**src/hdl/i2cras_pkg.sv**
```systemverilog
`default_nettype none

package i2cras_pkg;

    typedef enum logic [2:0] {
        OP_START_READ  = 3'd0,
        OP_START_WRITE = 3'd1,
        OP_TX_READY    = 3'd2,
        OP_RX_BYTE     = 3'd3,
        OP_NACK        = 3'd4
    } opcode_t;

    typedef enum logic [2:0] {
        MODE_IDLE      = 3'd0,
        MODE_SEND_REG  = 3'd1,
        MODE_SWITCH_RX = 3'd2,
        MODE_RX_DATA   = 3'd3,
        MODE_TX_DATA   = 3'd4,
        MODE_NACK      = 3'd5
    } mode_t;

    typedef struct packed {
        mode_t      mode;
        logic [6:0] slave_address;
        logic [7:0] register_pointer;
        logic [7:0] rx_remaining;
        logic [7:0] tx_remaining;
        logic [7:0] rx_counter;
    } seq_state_t;

    typedef struct packed {
        logic [2:0] status;
        logic       done_res;
        logic       send_start;
        logic       send_stop;
        logic       direction_transmit;
        logic [6:0] slave_address_out;
        logic       tx_valid;
        logic [7:0] tx_byte;
        logic       rx_valid;
        logic [7:0] rx_byte_out;
        logic [7:0] rx_position;
    } seq_result_t;

endpackage

`default_nettype wire

```
**src/hdl/i2c_register_access_sequencer_top.sv**
```systemverilog
// I2C master register-access sequencer.
// Input channel (s_valid/s_ready) carries one word per bus event or command:
// start read, start write, transmit ready, byte received or nack, with the
// slave address, register address, byte count and data fields beside it.
// Result channel (m_valid/m_ready) returns exactly one word per input word:
// the new mode, done flag, start/stop requests, bus direction, the slave
// address, and a byte to transmit or a received byte with its index.
// The result is registered: it is valid the cycle after the word is
// accepted. Unstalled throughput is one word per cycle; the sequencer
// state and the result word are updated together in a single register stage.
// When the receiver stalls, the result word holds and s_ready drops until
// the result is taken; s_ready follows m_ready in the same cycle, so a
// word taken at the same edge as the pending result keeps the rate at one.
// Reset (aresetn low, synchronous) returns the mode to idle, clears all
// counters and the slave address, and drops m_valid (result fields are not reset).
`default_nettype none

module i2c_register_access_sequencer_top
    import i2cras_pkg::*;
(
    input  wire logic       aclk,
    input  wire logic       aresetn,
    input  wire logic       s_valid,
    output logic            s_ready,
    input  wire logic [2:0] s_opcode,
    input  wire logic [6:0] s_device_address,
    input  wire logic [7:0] s_register_address,
    input  wire logic [7:0] s_byte_count,
    input  wire logic [7:0] s_tx_data,
    input  wire logic [7:0] s_rx_byte,
    output logic            m_valid,
    input  wire logic       m_ready,
    output logic [2:0]      m_status,
    output logic            m_done_res,
    output logic            m_send_start,
    output logic            m_send_stop,
    output logic            m_direction_transmit,
    output logic [6:0]      m_slave_address_out,
    output logic            m_tx_valid,
    output logic [7:0]      m_tx_byte,
    output logic            m_rx_valid,
    output logic [7:0]      m_rx_byte_out,
    output logic [7:0]      m_rx_position
);

    seq_state_t  state_reg;
    seq_state_t  state_next;
    seq_result_t res_reg;
    seq_result_t res_next;
    logic        m_valid_reg;
    logic        s_fire;

    assign s_ready = !m_valid_reg || m_ready;
    assign s_fire  = s_valid && s_ready;

    i2cras_step u_step (
        .opcode           (s_opcode),
        .device_address   (s_device_address),
        .register_address (s_register_address),
        .byte_count       (s_byte_count),
        .tx_data          (s_tx_data),
        .rx_byte          (s_rx_byte),
        .state            (state_reg),
        .state_next       (state_next),
        .result           (res_next)
    );

    always_ff @(posedge aclk) begin
        if (!aresetn) begin
            state_reg   <= '{mode: MODE_IDLE, default: '0};
            m_valid_reg <= 1'b0;
        end else begin
            if (s_fire) begin
                state_reg   <= state_next;
                m_valid_reg <= 1'b1;
            end else if (m_ready) begin
                m_valid_reg <= 1'b0;
            end
        end
    end

    always_ff @(posedge aclk) begin
        if (s_fire) begin
            res_reg <= res_next;
        end
    end

    assign m_valid              = m_valid_reg;
    assign m_status             = res_reg.status;
    assign m_done_res           = res_reg.done_res;
    assign m_send_start         = res_reg.send_start;
    assign m_send_stop          = res_reg.send_stop;
    assign m_direction_transmit = res_reg.direction_transmit;
    assign m_slave_address_out  = res_reg.slave_address_out;
    assign m_tx_valid           = res_reg.tx_valid;
    assign m_tx_byte            = res_reg.tx_byte;
    assign m_rx_valid           = res_reg.rx_valid;
    assign m_rx_byte_out        = res_reg.rx_byte_out;
    assign m_rx_position        = res_reg.rx_position;

    a_tx_rx_exclusive: assert property (@(posedge aclk) disable iff (!aresetn)
        m_valid |-> !(m_tx_valid && m_rx_valid))
        else $error("tx and rx bytes in the same word");

    a_rx_mode: assert property (@(posedge aclk) disable iff (!aresetn)
        (m_valid && m_rx_valid) |-> (m_status == MODE_RX_DATA || m_status == MODE_IDLE))
        else $error("received byte delivered outside a read");

    a_done_mode: assert property (@(posedge aclk) disable iff (!aresetn)
        (m_valid && m_done_res) |-> (m_status == MODE_IDLE || m_status == MODE_NACK))
        else $error("done flagged while a transaction is still running");

    a_start_stop: assert property (@(posedge aclk) disable iff (!aresetn)
        (m_valid && m_send_start && m_send_stop) |-> (m_status == MODE_RX_DATA))
        else $error("start with stop outside a one-byte read switch");

    a_state_follows_accept: assert property (@(posedge aclk) disable iff (!aresetn)
        !s_fire |=> $stable(state_reg))
        else $error("sequencer state changed without an accepted word");

endmodule

`default_nettype wire

```
**src/hdl/i2cras_step.sv**
```systemverilog
`default_nettype none

module i2cras_step
    import i2cras_pkg::*;
(
    input  wire logic [2:0]  opcode,
    input  wire logic [6:0]  device_address,
    input  wire logic [7:0]  register_address,
    input  wire logic [7:0]  byte_count,
    input  wire logic [7:0]  tx_data,
    input  wire logic [7:0]  rx_byte,
    input  wire seq_state_t  state,
    output seq_state_t       state_next,
    output seq_result_t      result
);

    opcode_t    op;
    logic [7:0] rx_left;

    assign op      = opcode_t'(opcode);
    // remaining count once this word is taken in rx data mode
    assign rx_left = (state.rx_remaining != 8'd0) ? state.rx_remaining - 8'd1 : 8'd0;

    // next state
    always_comb begin
        state_next = state;
        case (op)
            OP_START_READ, OP_START_WRITE: begin
                state_next.mode             = MODE_SEND_REG;
                state_next.slave_address    = device_address;
                state_next.register_pointer = register_address;
                state_next.rx_remaining     = (op == OP_START_READ) ? byte_count : 8'd0;
                state_next.tx_remaining     = (op == OP_START_READ) ? 8'd0 : byte_count;
                state_next.rx_counter       = 8'd0;
            end
            OP_TX_READY: begin
                case (state.mode)
                    MODE_SEND_REG: begin
                        state_next.mode = (state.rx_remaining != 8'd0) ? MODE_SWITCH_RX
                                                                       : MODE_TX_DATA;
                    end
                    MODE_SWITCH_RX: begin
                        state_next.mode = MODE_RX_DATA;
                    end
                    MODE_TX_DATA: begin
                        if (state.tx_remaining != 8'd0) begin
                            state_next.tx_remaining = state.tx_remaining - 8'd1;
                        end else begin
                            state_next.mode = MODE_IDLE;
                        end
                    end
                    default: ;
                endcase
            end
            OP_RX_BYTE: begin
                if (state.mode == MODE_RX_DATA) begin
                    state_next.rx_remaining = rx_left;
                    if (state.rx_remaining != 8'd0) begin
                        state_next.rx_counter = state.rx_counter + 8'd1;
                    end
                    if (rx_left == 8'd0) begin
                        state_next.mode = MODE_IDLE;
                    end
                end
            end
            OP_NACK: begin
                state_next.mode = MODE_NACK;
            end
            default: ;
        endcase
    end

    // result word
    always_comb begin
        result                    = '0;
        result.status             = state_next.mode;
        result.slave_address_out  = state_next.slave_address;
        result.direction_transmit = (state_next.mode == MODE_SEND_REG)
                                 || (state_next.mode == MODE_SWITCH_RX)
                                 || (state_next.mode == MODE_TX_DATA);
        case (op)
            OP_START_READ, OP_START_WRITE: begin
                result.send_start = 1'b1;
            end
            OP_TX_READY: begin
                case (state.mode)
                    MODE_SEND_REG: begin
                        result.tx_valid = 1'b1;
                        result.tx_byte  = state.register_pointer;
                    end
                    MODE_SWITCH_RX: begin
                        result.send_start = 1'b1;
                        result.send_stop  = (state.rx_remaining == 8'd1);
                    end
                    MODE_TX_DATA: begin
                        if (state.tx_remaining != 8'd0) begin
                            result.tx_valid = 1'b1;
                            result.tx_byte  = tx_data;
                        end else begin
                            result.send_stop = 1'b1;
                            result.done_res  = 1'b1;
                        end
                    end
                    default: ;
                endcase
            end
            OP_RX_BYTE: begin
                if (state.mode == MODE_RX_DATA) begin
                    if (state.rx_remaining != 8'd0) begin
                        result.rx_valid    = 1'b1;
                        result.rx_byte_out = rx_byte;
                        result.rx_position = state.rx_counter;
                    end
                    result.send_stop = (rx_left == 8'd1);
                    result.done_res  = (rx_left == 8'd0);
                end
            end
            OP_NACK: begin
                result.done_res = 1'b1;
            end
            default: ;
        endcase
    end

endmodule

`default_nettype wire

```
**config.mk**
```make
export PLATFORM = sky130hd
export DESIGN_NAME = i2c_register_access_sequencer_top
export DESIGN_NICKNAME = d
export VERILOG_FILES = /design/src/hdl/i2cras_pkg.sv /design/src/hdl/i2c_register_access_sequencer_top.sv /design/src/hdl/i2cras_step.sv
export SDC_FILE = /design/constraint.sdc
export NUM_CORES = 1
export LEC_CHECK = 0
export BUFFER_PORTS_ARGS = -buffer_cell sky130_fd_sc_hd__buf_2
export CAP_MARGIN = 20
export CORE_ASPECT_RATIO = 0.75
export CORE_MARGIN = 3
export CORE_UTILIZATION = 52
export CTS_CLUSTER_SIZE = 16
export DETAILED_ROUTE_END_ITERATION = 8
export PLACE_DENSITY = 0.75
export SKIP_CTS_REPAIR_TIMING = 1
export SLEW_MARGIN = 20
export SYNTH_ARGS = -nofsm -noshare
export SYNTH_HDL_FRONTEND = slang
export SYNTH_HIERARCHICAL = 1
export SYNTH_SLANG_ARGS = --single-unit
```
**constraint.sdc**
```tcl
create_clock -name aclk -period 4.6 [get_ports aclk]
set_input_delay 0.69 -clock aclk [delete_from_list [all_inputs] [get_ports aclk]]
set_output_delay 0.69 -clock aclk [all_outputs]
set_load 0.005 [all_outputs]
```
== Yosys cells after proc, flatten, opt, wreduce, memory -nomap -nowiden ==
Cells that the tools add are included.

* Add/sub/neg operators: 3
* Equality and inequality tests: 17
* Mux-type cells: 32
* Reductions and logical operators: 19

{| class="wikitable"
|+ Operators by type and width
! operator !! count
|-
| $mux 8 || 8
|-
| $pmux 8 s2 || 3
|-
| $pmux 9 s2 || 1
|-
| $mux 17 || 1
|-
| $eq 8x1->1 const B || 2
|-
| $reduce_bool 8->1 || 2
|-
| $sub 8x1->8 const B || 2
|-
| $eq 3x2->1 const B || 5
|-
| $mux 15 || 1
|-
| $mux 3 || 4
|-
| $pmux 3 s4 || 1
|-
| $eq 3x1->1 const B || 3
|-
| $eq 3x3->1 const B || 3
|-
| $mux 9 || 1
|-
| $pmux 3 s3 || 1
|-
| $add 8x1->8 const B || 1
|-
| $logic_not 8->1 || 1
|-
| $reduce_and 4->1 || 2
|-
| $mux 1 || 7
|-
| $ne 2x1->1 const B || 3
|-
| $pmux 1 s2 || 3
|-
| $reduce_and 3->1 || 2
|-
| $reduce_bool 2->1 || 3
|-
| $reduce_and 2->1 || 2
|-
| other kinds (7) || 9
|}

* Register bits after elaboration: 83
* Output and inout port bits: 42
* Logic and storage cells: 89

== Logic depth before layout (Yosys ltp) ==
* Depth after elaboration: 9
* Depth in mapped cells: 12
* Mapped depth without buffers: 12

== By module ==
Netlist, hierarchy kept.

{| class="wikitable"
|+ By module, submodules not included
! module !! instances !! cells each !! area an instance (µm²)
|-
| i2c_register_access_sequencer_top || 1 || 227 || 2,971.6
|-
| i2cras_step || 1 || 302 || 1,745.4
|}

== Worst setup path before layout ==
No wires, ideal clock.

* Path kind: input-to-reg
* From: input s_opcode[0]
* To: register state_reg[5] (netlist name)
* Library setup time: 0.072 ns
* Arrival: 2.396 ns
* Path slack: 2.132 ns
* Cell stages on the path: 9
* Path buffers: 1
* Cells stage by stage: clkbuf_1 -> nand2_1 -> nor3_1 -> and3_1 -> and3_1 -> nand3_1 -> mux2i_1 -> nand2_1 -> mux2i_1

{| class="wikitable"
|+ RTL lines
! item !! RTL line !! text
|-
| start: declaration || i2c_register_access_sequencer_top.sv:25 || <nowiki>input wire logic [2:0] s_opcode,</nowiki>
|-
| end signal: assignment || i2c_register_access_sequencer_top.sv:74 || <nowiki>state_reg <= state_next;</nowiki>
|-
| end: declaration || i2c_register_access_sequencer_top.sv:46 || <nowiki>seq_state_t state_reg;</nowiki>
|}

==> qor.txt <==
# clock sinks = 83
Detailed-route via count = 3985
Area added between synthesis and finish = 12.49%
Lkg Pwr = 2.303 nW
Cell taking the most area after synthesis = edfxtp_1
ANT cells = 0
Gpl congestion = 0.9668
H-tree depth = 3
Initial antenna violation count = 0
DRT iter0 DRCs = 357
Primary FF master, synth = dfxtp_1
Root buffer cell = clkbuf_16
Slew @ Worst Pin = 1.044 ns
Worst setup SP type = flip-flop
First-pass GRT wire length = 17160 microns
Number of synthesized flops with an enable pin = 40
Pre-Repair DR Iteration Count = 5
Grt ovf = 0
Row cnt = 29
Maximum VDD drop = 0.0002613 V
Pin count of the biggest net entering global routing = 71
Critical path's slowest cell = a311oi_1
Die ar. = 0.01026 sq mm
Share of layout cells above drive strength 1 = 19.97%
Max Clk Rate = 346.2 MHz
Crit path max fanout = 19
RSZ-0062 raised after global routing = no
Top cells by area, synth = edfxtp_1 (25%), dfxtp_1 (18%), nand2_1 (12%)
Io pins = 88
Max_cap viols = 0
Post-Syn Instances = 529
Die height = 88.48 microns
Max-slew violation count = 0
Clock transition at the registers of the reported paths = 0.06 ns
Warnings, synthesis = 6
Syn_nets = 581
Core footprint = 0.008636 sq mm
Hold Crit Class = reg2reg
Max-slew headroom = 30.39%
Post-synthesis register bit count = 83
TritonCTS clock tree = yes
Cts bufs inserted = 9
Vias in the first global route = 3603
DRC = 0
Top-count cell post-synth = nand2_1
Drt wl/cell = 15.24 microns
Tot GR Track Use = 20.98%
I/O Buffers = 87
Starting Density = 54.62%
Synth Area per Inst = 8.917 sq um
Post-Syn Area = 0.004717 sq mm
Worst path cell trace = inv_1, ha_1, nor3b_1, and2_1, inv_2, o31a_1, a311oi_1, a21boi_1, o31ai_1
Worst path top cell family by delay = compound AO/OA/AOI/OAI gates
Yosys top cell area share = 25.46%
Worst EP arrival = 3.04 ns
Largest register FFs = 42
Synth top cells by count = nand2_1 (157), mux2i_1 (45), dfxtp_1 (43)
Slowest stage delay, CP = 0.50 ns
Power density cells = 328.2 mW/mm^2
Crit Path Class = reg2reg
Crit path buf inv count = 2
Setup_tns = 0 ns
CTS Buffer Depth = 2
WL final = 10660 microns
Placed insts = 683
ANT nets after route = 0
DP HPWL = 7369 microns
Status = finished, final reports clean
Worst-Skew Late Latency = 0.34 ns
Fin nets = 638
Critical Path End Type = flip-flop
Final Hold Viols = 0
Clock skew = 0.006463 ns
CP required = 4.75 ns
Synth cell types = 66
Crit path time final = 2.888 ns
Seq/Total Area, Yosys = 43.71%
Filler cells = 750
FFs w/ async S/R, synth = 0%
Setup violations, final = 0
Vias per std cell = 5.701
Final period util = 62.79%
Fin cells = 699
Die W = 116.0 microns
[layout make-up]
class / count / area [sq um] / area share [%]
multi-input combinational: 389 / 2306 / 43.46
timing repair buffer: 91 / 465.4 / 8.772
sequential: 83 / 2062 / 38.86
tap: 108 / 135.1 / 2.547
clock inverter: 6 / 63.81 / 1.203
clock buffer: 10 / 229.0 / 4.315
inverter: 12 / 45.04 / 0.8489
[power breakdown]
part	internal [mW]	switching [mW]	total, mW
logic	0.0829	0.128	0.211
registers	0.806	0.0185	0.824
clock network	0.421	0.286	0.707
[per-stage QoR]
step                utilization [%]  total power, mW  worst slack (ns)  hold slack [ns]  cell area, sq um
global placement              58.06            1.046             1.947           0.4423              5014
finish                        61.45            1.741             1.712           0.4591              5306
CTS                           61.45            1.757             1.780           0.4606              5306
detailed placement            58.06            1.048             1.804           0.4518              5014
floorplan                         -           0.9941             2.132           0.4314              4717
global route                  61.45            1.808             1.473           0.4875              5306
[worst min-delay path: cells and delay by family, from the launching register on]
family,cells,cell delay [ns]
flops,1,0.31
simple gates,1,0.05
mux,1,0.05
[logic make-up after synthesis]
family,count (synthesis),synth area share [%]
buffers and inverters,57,7.401
DFF,83,43.71
adders and majority gates,6,1.591
muxes,46,9.788
xor gates and xnor gates,2,0.3714
AOI/OAI and AO/OA,75,11.57
and+or+nand+nor,260,25.57
[placed cells by master (no fill, tap or decap), types with 3 or more instances in the layout]
cell type / n
nor2_1: 25
nor3_1: 12
buf_4: 4
ha_1: 6
o31ai_1: 4
a22oi_1: 9
inv_1: 10
a21o_1: 4
edfxtp_1: 40
clkinv_1: 3
nand2b_1: 5
a41oi_1: 3
nand3_1: 10
nor4_1: 5
nor3b_1: 3
mux2i_1: 45
buf_2: 87
clkbuf_16: 9
nand2_1: 157
o21ai_0: 16
dfxtp_1: 43
and3_1: 19
a221o_1: 6
or3_1: 4
a21oi_1: 10
[path summary, 6_finish.rpt]
| path | start | to | slack, ns | depth (start not counted) |
|---|---|---|---|---|
| min reg2reg | state_reg[33] | state_reg[33] | 0.46 | 2 |
| min | state_reg[33] | state_reg[33] | 0.46 | 2 |
| max reg2reg | state_reg[16] | m_direction_transmit | 1.71 | 9 |
| max | state_reg[16] | m_direction_transmit | 1.71 | 9 |
[routing by layer]
| layer | vias to the layer above | part of all wire, % | global-route usage (%) |
|---|---|---|---|
| met1 | 1852 | 45 | 28.02 |
| met2 | 148 | 46 | 33.79 |
| met4 | 0 | 1.3 | 6.006 |
| li1 | 1972 | - | - |
| met3 | 13 | 7.6 | 5.673 |
| met5 | - | 0 | 0 |
(Power assumes the default switching activity.)
